### src/design/assert_macros.svh
// Assertion macros used by the rasterizer top level
`ifndef ASSERT_MACROS_SVH
`define ASSERT_MACROS_SVH
// Implication checked on every rising clock edge outside reset
`define ASSERT_IMPL(label, clk, rst_n, ante, cons, msg) \
    label: assert property (@(posedge clk) disable iff (!rst_n) (ante) |-> (cons)) \
        else $error(msg);
// Next-cycle implication checked outside reset
`define ASSERT_NEXT(label, clk, rst_n, ante, cons, msg) \
    label: assert property (@(posedge clk) disable iff (!rst_n) (ante) |=> (cons)) \
        else $error(msg);
`endif

### src/design/polr_pkg.sv
// Shared types and constants of the polygon outline rasterizer
`default_nettype none
package polr_pkg;
    localparam int GRID_WORDS = 65536;
    localparam int GRID_AW = $clog2(GRID_WORDS);
    localparam int DDA_FRAC_BITS = 16;
    // pixel coordinates: Q16.8 * Q8.8 >> 16 keeps at most 25 bits
    localparam int PIX_W = 25;
    localparam int ACC_W = PIX_W + DDA_FRAC_BITS + 1;
    localparam int QUO_W = DDA_FRAC_BITS + 1;

    localparam logic [1:0] CMD_CLEAR  = 2'd0;
    localparam logic [1:0] CMD_VERTEX = 2'd1;
    localparam logic [1:0] CMD_READ   = 2'd2;
    localparam logic [1:0] CMD_UNUSED = 2'd3;

    localparam logic [1:0] ST_OK      = 2'd0;
    localparam logic [1:0] ST_DROPPED = 2'd1;
    localparam logic [1:0] ST_RANGE   = 2'd2;

    localparam logic [1:0] REG_COLS  = 2'd0;
    localparam logic [1:0] REG_ROWS  = 2'd1;
    localparam logic [1:0] REG_SCALE = 2'd2;
    localparam logic [1:0] REG_MARK  = 2'd3;

    // controller -> datapath
    typedef struct packed {
        logic load_in;      // latch the accepted item
        logic scale_a;      // scale the segment start
        logic scale_b;      // scale the segment end
        logic seg_setup;    // compute deltas and directions
        logic div_start;    // start the increment divisions
        logic div_step;     // one restoring-division step
        logic dda_init;     // load the accumulators
        logic plot;         // plot one pixel and advance
        logic sel_close;    // segment end is the first vertex
        logic commit;       // update vertex history
        logic clr_start;    // begin clearing sweep
        logic clr_step;     // write one clear entry
        logic rd_issue;     // issue the grid read
        logic rd_take;      // latch the read data
        logic load_out;     // present the result
    } polr_cmd_t;

    // datapath -> controller
    typedef struct packed {
        logic [1:0] cmd;
        logic       have_first;
        logic       is_last;
        logic       need_close;
        logic       seg_zero;
        logic       div_done;
        logic       plot_done;
        logic       clr_done;
    } polr_stat_t;
endpackage
`default_nettype wire

### src/design/polr_ctrl.sv
// Controller: sequences each item through the datapath
`default_nettype none
module polr_ctrl (
    input  wire logic                 clk,
    input  wire logic                 rst_n,
    input  wire logic                 in_fire,
    output logic                      in_ready,
    output logic                      res_load,
    input  wire logic                 res_free,
    input  wire polr_pkg::polr_stat_t st,
    output polr_pkg::polr_cmd_t       ctl
);
    import polr_pkg::*;

    typedef enum logic [13:0] {
        S_IDLE   = 14'b00000000000001,
        S_DEC    = 14'b00000000000010,
        S_SCA    = 14'b00000000000100,
        S_SCB    = 14'b00000000001000,
        S_SETUP  = 14'b00000000010000,
        S_DSTART = 14'b00000000100000,
        S_DIV    = 14'b00000001000000,
        S_INIT   = 14'b00000010000000,
        S_PLOT   = 14'b00000100000000,
        S_CLEAR  = 14'b00001000000000,
        S_READ   = 14'b00010000000000,
        S_RTAKE  = 14'b00100000000000,
        S_DONE   = 14'b01000000000000,
        S_BOOT   = 14'b10000000000000
    } state_t;

    state_t state_reg, state_next;
    logic   close_reg, close_next;

    always_ff @(posedge clk or negedge rst_n)
    begin
        if (!rst_n)
        begin
            state_reg <= S_BOOT;
            close_reg <= 1'b0;
        end
        else
        begin
            state_reg <= state_next;
            close_reg <= close_next;
        end
    end

    // next state and commands
    always_comb
    begin
        state_next = state_reg;
        close_next = close_reg;
        ctl = '0;
        ctl.sel_close = close_reg;
        in_ready = 1'b0;
        res_load = 1'b0;
        unique case (state_reg)
            S_BOOT:
            begin
                // fill the grid with 255 after reset, no result
                ctl.clr_step = 1'b1;
                if (st.clr_done)
                begin
                    state_next = S_IDLE;
                end
            end
            S_IDLE:
            begin
                in_ready = 1'b1;
                ctl.load_in = in_fire;
                close_next = 1'b0;
                if (in_fire)
                begin
                    state_next = S_DEC;
                end
            end
            S_DEC:
            begin
                unique case (st.cmd)
                    CMD_CLEAR:
                    begin
                        ctl.clr_start = 1'b1;
                        state_next = S_CLEAR;
                    end
                    CMD_VERTEX:
                    begin
                        if (st.have_first)
                        begin
                            state_next = S_SCA;
                        end
                        else if (st.is_last || !st.need_close)
                        begin
                            ctl.commit = 1'b1;
                            state_next = S_DONE;
                        end
                        else
                        begin
                            state_next = S_DONE;
                            ctl.commit = 1'b1;
                        end
                    end
                    CMD_READ:
                    begin
                        state_next = S_READ;
                    end
                    default: state_next = S_DONE;
                endcase
            end
            S_SCA:
            begin
                // close segment starts at the new vertex, held in prev after commit
                ctl.scale_a = 1'b1;
                state_next = S_SCB;
            end
            S_SCB:
            begin
                ctl.scale_b = 1'b1;
                state_next = S_SETUP;
            end
            S_SETUP:
            begin
                ctl.seg_setup = 1'b1;
                state_next = S_DSTART;
            end
            S_DSTART:
            begin
                ctl.div_start = 1'b1;
                state_next = st.seg_zero ? S_INIT : S_DIV;
            end
            S_DIV:
            begin
                ctl.div_step = 1'b1;
                if (st.div_done)
                begin
                    ctl.div_step = 1'b0;
                    ctl.dda_init = 1'b1;
                    state_next = S_PLOT;
                end
            end
            S_INIT:
            begin
                // zero-length segment plots nothing
                if (!close_reg)
                begin
                    ctl.commit = 1'b1;
                end
                if (!close_reg && st.is_last && st.need_close)
                begin
                    close_next = 1'b1;
                    state_next = S_SCA;
                end
                else
                begin
                    state_next = S_DONE;
                end
            end
            S_PLOT:
            begin
                ctl.plot = 1'b1;
                if (st.plot_done)
                begin
                    state_next = S_INIT;
                end
            end
            S_CLEAR:
            begin
                ctl.clr_step = 1'b1;
                if (st.clr_done)
                begin
                    state_next = S_DONE;
                end
            end
            S_READ:
            begin
                ctl.rd_issue = 1'b1;
                state_next = S_RTAKE;
            end
            S_RTAKE:
            begin
                ctl.rd_take = 1'b1;
                state_next = S_DONE;
            end
            S_DONE:
            begin
                if (res_free)
                begin
                    res_load = 1'b1;
                    state_next = S_IDLE;
                end
            end
            default: state_next = S_IDLE;
        endcase
    end
endmodule
`default_nettype wire

### config.mk
export PLATFORM = sky130hd
export DESIGN_NAME = polr_ctrl
export DESIGN_NICKNAME = d
export VERILOG_FILES = /design/src/design/assert_macros.svh /design/src/design/polr_pkg.sv /design/src/design/polr_ctrl.sv
export SDC_FILE = /design/constraint.sdc
export NUM_CORES = 1
export LEC_CHECK = 0
export BUFFER_PORTS_ARGS = -buffer_cell sky130_fd_sc_hd__buf_2
export CAP_MARGIN = 20
export CORE_UTILIZATION = 50
export DETAILED_ROUTE_END_ITERATION = 10
export PLACE_DENSITY = 0.77
export SLEW_MARGIN = 25
export SYNTH_ARGS = -nofsm -noshare
export SYNTH_HDL_FRONTEND = slang
export SYNTH_SLANG_ARGS = --single-unit
### constraint.sdc
create_clock -name clk -period 4.23 [get_ports clk]
set_clock_uncertainty 0.2 [all_clocks]
set_input_delay 0.2115 -clock clk [delete_from_list [all_inputs] [get_ports clk]]
set_output_delay 0.2115 -clock clk [all_outputs]
set_load 0.01 [all_outputs]
### Word level (Yosys, flattened, before mapping)

Cells that the tools add are included.
W data, S select, Z words.

| storage, ports and cells | value |
|---|---|
| output and inout bits | 17 |
| memories kept | 0 |
| register bits | 15 |
| latch bits | 0 |
| RAM bits | 0 |
| word-level logic and storage cells | 66 |
| bits in read-only memories | 0 |

| operators by class | value |
|---|---|
| bitwise logic cells | 0 |
| div/mod/pow operators | 0 |
| equal/unequal tests | 23 |
| reduce and logical (&&, ||, !) cells | 8 |
| multiplexer cells | 33 |
| shift operators | 0 |
| add/subtract/negate cells | 0 |
| multiply operators | 0 |
| $lt $le $gt $ge | 0 |

Operators with widths:

| operator | count |
|---|---|
| $pmux W14 S14 | 1 |
| $mux W14 | 6 |
| $pmux W13 S3 | 1 |
| $mux W13 | 2 |
| $mux W1 | 18 |
| $eq A14 B1 Y1 const B | 1 |
| $eq A14 B10 Y1 const B | 1 |
| $eq A14 B11 Y1 const B | 1 |
| $eq A14 B12 Y1 const B | 1 |
| $eq A14 B13 Y1 const B | 1 |
| $eq A14 B14 Y1 const B | 1 |
| $eq A14 B2 Y1 const B | 1 |
| $eq A14 B3 Y1 const B | 1 |
| $eq A14 B4 Y1 const B | 1 |
| $eq A14 B5 Y1 const B | 1 |
| $eq A14 B6 Y1 const B | 1 |
| $eq A14 B7 Y1 const B | 1 |
| $eq A14 B8 Y1 const B | 1 |
| $eq A14 B9 Y1 const B | 1 |
| $ne A2 B2 Y1 const B | 7 |
| $mux W8 | 1 |
| $reduce_and A6 Y1 | 1 |
| $mux W2 | 2 |
| $pmux W1 S2 | 2 |
| 8 further kinds | 9 |

### Logic depth before layout (Yosys ltp)

Gate-level depths: netlist of run 1.

| depth | value |
|---|---|
| word-level depth | 5 |
| mapped depth | 6 |

### Worst setup path before layout of run 1

OpenSTA, ideal clock, no wires.

| timing path | value |
|---|---|
| kind | register -> output |
| start | register state_reg[9] |
| end | output ctl[12] (netlist name) |
| cell stages (with the launch flop) | 6 |
| data arrival time | 1.734 ns |
| path slack | 2.084 ns |
| path buffers | 1 |
| required time | 3.818 ns |
| cells stage by stage | dfrtp_1 -> buf_6 -> nor4_4 -> nand3_4 -> or3_4 -> nor3b_2 |

RTL lines:

| item | line | source |
|---|---|---|
| start, declared | polr_ctrl.sv:32 | `state_t state_reg, state_next;` |
| start signal, assigned | polr_ctrl.sv:44 | `state_reg <= state_next;` |
| end, declared | polr_ctrl.sv:11 | `output polr_pkg::polr_cmd_t ctl` |

==> results.rst, run 1 <==
.. list-table::
   :header-rows: 1

   * - Metric
     - Value
   * - Detailed-router iteration count before antenna repair
     - 4
   * - Cell leakage power
     - 0.6241 nW
   * - Routed vias/inst
     - 5.730
   * - Power after layout
     - 0.5174 mW
   * - Xor and xnor area share after synthesis
     - 4.762%
   * - Sequential share of the synthesized area
     - 34.13%
   * - Nets
     - 165
   * - Worst stage delay on the critical path
     - 0.56 ns
   * - Post-DP HPWL
     - 1857 µm
   * - Data required time of the worst path
     - 3.82 ns
   * - RSZ-0062 raised after global routing
     - false
   * - Final count of pins violating max slew
     - 0
   * - Synth Area in Simple Gates
     - 46.37%
   * - Number of endpoints with negative hold slack in the final report
     - 0
   * - Latest clock arrival within the worst-skew pair
     - 0.29 ns
   * - Clock Sinks
     - 15
   * - CTS HTree Levels
     - 1
   * - HP Class
     - in -> reg
   * - DRC violations left
     - 0
   * - Starting density of the core
     - 54.58%
   * - ANT cells
     - 0
   * - Element type at the critical path end
     - primary output
   * - Slew at the pin closest to its max-slew limit
     - 0.5801 ns
   * - Syn_area_per_cell
     - 9.196 µm²
   * - Setup crit end
     - ctl[12]
   * - First-pass GRT wire length
     - 4278 µm
   * - Startpoint class of the critical path
     - flop
   * - Total wirelength of the detailed-routed design
     - 2485 µm
   * - Post-synthesis cell count
     - 120
   * - Power density over the cells
     - 391.2 nW/µm²
   * - Placer congestion estimate
     - 0.8192
   * - Portion of netlist area occupied by mux cells
     - 0%
   * - Critical path launch point
     - state_reg[9]
   * - Post-synthesis to final-layout area growth
     - 19.84%
   * - Setup violations, final
     - 0
   * - Crit share post-route
     - 62.83%
   * - Timing-limited maximum frequency
     - 0.3763 GHz
   * - 1st-iter DRT viols
     - 14
   * - Setup TNS
     - 0 ns
   * - DR vias
     - 1,020
   * - Post-synth EDFFs
     - 0
   * - Height of the die
     - 48.98 µm
   * - Yosys cell types
     - 45
   * - Area share of the largest cell type after synthesis
     - 31.75%
   * - Maximum clock path buffer count
     - 2
   * - Number of warnings reported in the yosys synthesis log
     - 0
   * - Number of cells on the critical path
     - 5
   * - Layout cell share with drive strength beyond 1
     - 30.46%
   * - Site Rows
     - 16
   * - Worst reg2reg path depth
     - 4
   * - Main combinational cell family by area after synthesis
     - simple AND/OR/NAND/NOR gates
   * - FF-to-FF End
     - state_reg[10]
   * - Critical-path maximum fanout
     - 8
   * - Crit path kind
     - reg -> out
   * - Global-route total usage across every layer
     - 22.94%
   * - TritonCTS clock tree
     - done
   * - Top Family by Delay on Critical Path
     - simple AND/OR/NAND/NOR gates
   * - Post-synth top cells
     - 14 x sky130_fd_sc_hd__dfrtp_1, 14 x sky130_fd_sc_hd__nor2_1, 12 x sky130_fd_sc_hd__nor3_1, 6 x sky130_fd_sc_hd__nand2_1
   * - Max reg flops
     - 14
   * - Total of fill cells in the finished design
     - 176
   * - Cell at the slowest stage of the critical path
     - sky130_fd_sc_hd__nor4_4
   * - Number of antenna violations at the first check in global routing
     - 0
   * - Primary flip-flop cell chosen by synthesis mapping
     - sky130_fd_sc_hd__dfrtp_1
   * - Reg-to-reg slack, setup
     - 1.78 ns
   * - Post-DRT Antenna Nets
     - 0
   * - Die span in x
     - 48.98 µm
   * - Number of max-cap violations
     - 0
   * - Cell taking the most area after synthesis
     - sky130_fd_sc_hd__dfrtp_1
   * - Adder-Cell Fraction of Synth Area
     - 0%
   * - Placeable core region
     - 2022 µm²
   * - Compound-Gate Fraction of Synth Area
     - 8.617%
   * - Clock root buffer
     - sky130_fd_sc_hd__clkbuf_4
   * - Max-Slew Margin vs Limit
     - 61.18%
   * - Critical Path, Cell by Cell
     - nor4_4 -> nand3_4 -> or3_4 -> nor3b_2 -> buf_2
   * - Main area contributors after synthesis
     - sky130_fd_sc_hd__dfrtp_1 32%, sky130_fd_sc_hd__nor4_4 5.8%, sky130_fd_sc_hd__nor3_1 5.4%, sky130_fd_sc_hd__nor2_1 4.8%, sky130_fd_sc_hd__nor3b_2 4.5%
   * - TritonCTS buffer count
     - 3
   * - WP buf/inv
     - 1
   * - CTS resizes
     - 0
   * - Clk pin slew, worst setup/hold paths
     - 0.09 ns
   * - Synth Net Count
     - 133
   * - Wire length per cell
     - 13.96 µm
   * - Shortest period the worst path allows
     - 2.658 ns
   * - Synthesized area
     - 1104 µm²
   * - Via count of the first global-routing pass
     - 945
   * - Maximum number of pins on one net before global-route repair
     - 16
   * - Worst endpoint data arrival time
     - 2.25 ns
   * - FF+latch count, synth
     - 15
   * - Run status
     - complete, no violations
   * - Worst supply voltage drop on vdd
     - 272.9 µV
   * - Post-synthesis async set-or-reset flop share
     - 100.0%
   * - Number of ports placed on the die boundary
     - 30
   * - Die outline area
     - 2399 µm²
   * - Reg-to-Reg Start
     - state_reg[9]
   * - GRT Residual Overflow
     - 0
   * - PortBufs
     - 28
   * - Buffer count from post-CTS setup fixing
     - 0
## cell families (layout without fill, tap and decap cells)
kind of cell,after synthesis,count (layout)
AOI/OAI and AO/OA,14,14
other,1,1
DFF,15,15
buffers and inverters,12,43
xor gates and xnor gates,6,6
and+or+nand+nor,72,72
## layout by cell type, fill, tap and decap left out, drive strengths merged, types with 4 or more instances in the layout
cell,count
buf,28
dfrtp,14
dlygate4sd3,6
inv,5
nand2,6
nor2,15
nor3,12
nor3b,6
nor4,5
nor4b,5
or3,6
xnor2,4
## through the flow
step / setup slack, ns / hold WS (ns) / utilization, % / instance area [µm²] / std cells
global route: 1.398 / 0.04797 / 65.41 / 1323 / 178
detailed placement: 1.903 / -0.06500 / 60.95 / 1232 / 168
finish: 1.572 / 0.03983 / 65.41 / 1323 / 178
global placement: 1.955 / -0.06514 / 60.95 / 1232 / 168
floorplan: 2.084 / -0.2841 / - / 1104 / 120
CTS: 1.565 / 0.03135 / 65.41 / 1323 / 178
## power breakdown
group / internal, mW / total, mW / switching [mW]
Sequential: 0.156 / 0.184 / 0.0273
Clock: 0.0360 / 0.0854 / 0.0493
Combinational: 0.104 / 0.248 / 0.144
Total: 0.297 / 0.517 / 0.221
## layout make-up
class                           instances  area (µm²)  area share, %
Clock buffer                            3       22.52          1.703
Timing Repair Buffer                   34       200.2          15.14
Clock inverter                          1       7.507         0.5676
Tap cell                               27       33.78          2.554
Sequential cell                        15       376.6          28.48
Multi-Input combinational cell         93       663.1          50.14
Inverter                                5       18.77          1.419
## worst min-delay path by stage
| stage | start | end | slack, ns | depth (start not counted) |
|---|---|---|---|---|
| 6_report | st[2] | state_reg[8] | 0.04 | 3 |
| 5_1_grt | in_fire | state_reg[1] | 0.05 | 3 |
| 4_1_cts | st[2] | state_reg[8] | 0.03 | 3 |
| 3_5_place_dp | rst_n | state_reg[4] | -0.07 | 1 |
| 3_3_place_gp | rst_n | state_reg[5] | -0.07 | 1 |
| 2_1_floorplan | rst_n | close_reg | -0.28 | 0 |
## layer usage
layer	wire length, µm	vias to the layer above	track usage [%]	share of wire, %
li1	-	502	-	-
met1	1201	479	30.84	48
met2	1148	37	38.19	46
met3	122	2	4.673	4.9
met4	13	0	4.412	0.52
met5	0	-	0	0
## worst register-to-register path, delay by kind of cell (launching register included)
kind	cells	cell delay, ns
buf+inv	1	0.57
simple gates	3	1.12
flops	1	0.50
## timing repair
action | 4_1_cts | 5_1_grt
endpoints found under the setup margin | 0 | 0
hold buffers | 6 | 0
hold endpoints to repair | 19 | 0
Power figures use the tool's default switching activity.
==> run 2, diff against run 1 <==
--- a/config.mk
+++ b/config.mk
@@ -7,9 +7,9 @@
 export LEC_CHECK = 0
 export BUFFER_PORTS_ARGS = -buffer_cell sky130_fd_sc_hd__buf_2
 export CAP_MARGIN = 20
-export CORE_UTILIZATION = 50
+export CORE_UTILIZATION = 46
 export DETAILED_ROUTE_END_ITERATION = 10
-export PLACE_DENSITY = 0.77
+export PLACE_DENSITY = 0.74
 export SLEW_MARGIN = 25
 export SYNTH_ARGS = -nofsm -noshare
 export SYNTH_HDL_FRONTEND = slang
==> constraint.sdc (replaced) <==
create_clock -name clk -period 2.4 [get_ports clk]
set_clock_uncertainty 0.2 [all_clocks]
set_input_delay 0.12 -clock clk [delete_from_list [all_inputs] [get_ports clk]]
set_output_delay 0.12 -clock clk [all_outputs]
set_load 0.01 [all_outputs]
==> run 2 against run 1 <==
  * Worst hold slack got worse by 0.035 ns
  * Total power increased by 85%
  * Final cell count is 7.9% higher
  * Clock power rose by 69%
  * Sequential share of layout area fell by 2.1 points
  * Via count grew 6.8%
  * Combinational power rose by 96%
  * Global-route usage is 0.20 points higher
  * Register-to-register slack worse by 1.6 ns
==> results.rst, run 2 (synthesized netlist as in run 1, its figures left out) <==
.. list-table::
   :header-rows: 1

   * - Metric
     - Value
   * - Run status
     - complete, no violations
   * - Met2 Usage GRT
     - 39.04%
   * - DRC violations left
     - 0
   * - Max-Slew Margin vs Limit
     - 62.53%
   * - Number of max-cap violations
     - 0
   * - Final count of pins violating max slew
     - 0
   * - Element type at the critical path end
     - primary output
   * - Site Rows
     - 17
   * - Number of antenna violations at the first check in global routing
     - 0
   * - Timing-limited maximum frequency
     - 0.4193 GHz
   * - Via count of the first global-routing pass
     - 1,045
   * - Post-DP HPWL
     - 1874 µm
   * - Power density over the cells
     - 660.3 nW/µm²
   * - Place WS
     - 0.3119 ns
   * - Post-Place Cells
     - 171
   * - Maximum number of pins on one net before global-route repair
     - 16
   * - First-pass GRT wire length
     - 4491 µm
   * - Placer congestion estimate
     - 0.8028
   * - Post-synthesis to final-layout area growth
     - 31.29%
   * - 1st-iter DRT viols
     - 33
   * - Clock root buffer
     - sky130_fd_sc_hd__clkbuf_4
   * - Crit path kind
     - reg -> out
   * - GRT Residual Overflow
     - 0
   * - Setup crit end
     - ctl[12]
   * - TritonCTS clock tree
     - done
   * - Total wirelength of the detailed-routed design
     - 2655 µm
   * - HP Class
     - in -> reg
   * - Worst supply voltage drop on vdd
     - 567.7 µV
   * - Clk pin slew, worst setup/hold paths
     - 0.09 ns
   * - PortBufs
     - 28
   * - Worst Hold Launch
     - st[5]
   * - Routed vias/inst
     - 5.672
   * - Slew at the pin closest to its max-slew limit
     - 0.5543 ns
   * - Critical-path maximum fanout
     - 6
   * - Max reg flops
     - 14
   * - Leading cell type in the layout, fill and taps excluded
     - sky130_fd_sc_hd__buf_2
   * - Global-route total usage across every layer
     - 23.14%
   * - Area used by sequential logic in the layout
     - 382.9 µm²
   * - Crit share post-route
     - 99.36%
   * - Post-DRT Antenna Nets
     - 0
   * - Cell leakage power
     - 0.6855 nW
   * - Worst hold margin
     - 0.004446 ns
   * - Power after layout
     - 0.9568 mW
   * - Setup violations, final
     - 0
   * - Reg-to-reg slack, setup
     - 0.15 ns
   * - Setup slack after layout
     - 0.01529 ns
   * - Starting density of the core
     - 49.41%
   * - Placeable core region
     - 2233 µm²
   * - FF-to-FF End
     - state_reg[10]
   * - Clock Sinks
     - 15
   * - Number of endpoints with negative hold slack in the final report
     - 0
   * - GR Layer Usage met3
     - 3.274%
   * - Worst reg2reg path depth
     - 5
   * - Die outline area
     - 2599 µm²
   * - Critical path launch point
     - state_reg[4]
   * - Post-layout instance count excluding filler cells
     - 192
   * - Reg-to-Reg Start
     - state_reg[10]
   * - Die span in x
     - 50.98 µm
   * - Met1 demand-to-capacity share in global routing
     - 28.73%
   * - GR peak layer
     - met2
   * - Layout cell share with drive strength beyond 1
     - 38.41%
   * - Shortest period the worst path allows
     - 2.385 ns
   * - Detailed-router iteration count before antenna repair
     - 5
   * - Data required time of the worst path
     - 2.08 ns
   * - Latest clock arrival within the worst-skew pair
     - 0.28 ns
   * - Footprint of the multi-input gates
     - 676.9 µm²
   * - Wire length per cell
     - 13.83 µm
   * - Worst endpoint data arrival time
     - 2.06 ns
   * - CTS HTree Levels
     - 1
   * - TritonCTS buffer count
     - 3
   * - Startpoint class of the critical path
     - flop
   * - Core Util, Final
     - 64.87%
   * - Most used cells in the layout excluding fill and tap cells
     - 28 x sky130_fd_sc_hd__buf_2, 13 x sky130_fd_sc_hd__nor2_1, 11 x sky130_fd_sc_hd__nor3_1, 10 x sky130_fd_sc_hd__dlygate4sd3_1
   * - Total of fill cells in the finished design
     - 181
   * - Height of the die
     - 50.98 µm
   * - Nets
     - 178
   * - Maximum clock path buffer count
     - 2
   * - RSZ-0062 raised after global routing
     - true
   * - ANT cells
     - 0
   * - Number of ports placed on the die boundary
     - 30
   * - DR vias
     - 1,089
==> run 2: cell count changes in the layout (fill, tap and decap cells not counted), sizes merged <==
cell         previous run  this run
clkinvlp                1         0
clkinv                  0         1
buf                    28        37
dlygate4sd3             6        10
==> run 2: stage by stage <==
stage          TNS (ns)  area [µm²]
2_1_floorplan         0        1104
3_3_place_gp          0        1249
3_5_place_dp          0        1249
4_1_cts               0        1386
5_1_grt         -0.2443        1449
6_report              0        1449
==> run 2: worst min-delay path by stage <==
stage,endpoint,cells past startpoint,slack [ns]
after detailed placement,state_reg[2],1,-0.15
after floorplan,close_reg,0,-0.38
after CTS,close_reg,5,0.006
after global placement,state_reg[2],1,-0.15
after global routing,close_reg,5,0.05
final,close_reg,5,0.004
==> run 2: worst max-delay path, cell delays in order, from the launching register on <==
cell	delay [ns]
sky130_fd_sc_hd__dfrtp_2	0.46
sky130_fd_sc_hd__nor4_4	0.34
sky130_fd_sc_hd__buf_4	0.18
sky130_fd_sc_hd__nand3_4	0.10
sky130_fd_sc_hd__or3_4	0.39
sky130_fd_sc_hd__nor3b_2	0.17
sky130_fd_sc_hd__buf_2	0.14
==> run 2: cell type report <==
| cell class | count | area share, % |
|---|---|---|
| multi-input combinational | 93 | 46.72 |
| sequential | 15 | 26.42 |
| timing repair buffer | 47 | 21.24 |
| tap | 28 | 2.418 |
| clock buffer | 3 | 1.554 |
| inverter | 5 | 1.295 |
| clock inverter | 1 | 0.3454 |
==> run 2: power by group <==
group,total (mW),leakage (nW),switching (mW),internal [mW]
Sequential,0.327,0.194,0.0504,0.276
Combinational,0.486,0.474,0.257,0.229
Clock,0.144,0.0177,0.0818,0.0619
==> run 2: routing by layer <==
layer	wire, µm	vias up
li1	-	526
met1	1157	504
met2	1287	49
met3	156	10
met4	55	0
met5	0	-
==> run 2: what timing repair did <==
item                       in CTS  in global routing
hold buffers                   10                  0
hold endpoints to repair       23                  0
setup buffers                   1                  6
setup endpoints to repair       3                  7
gates resized for setup         1                  7
pin swaps                       1                  3
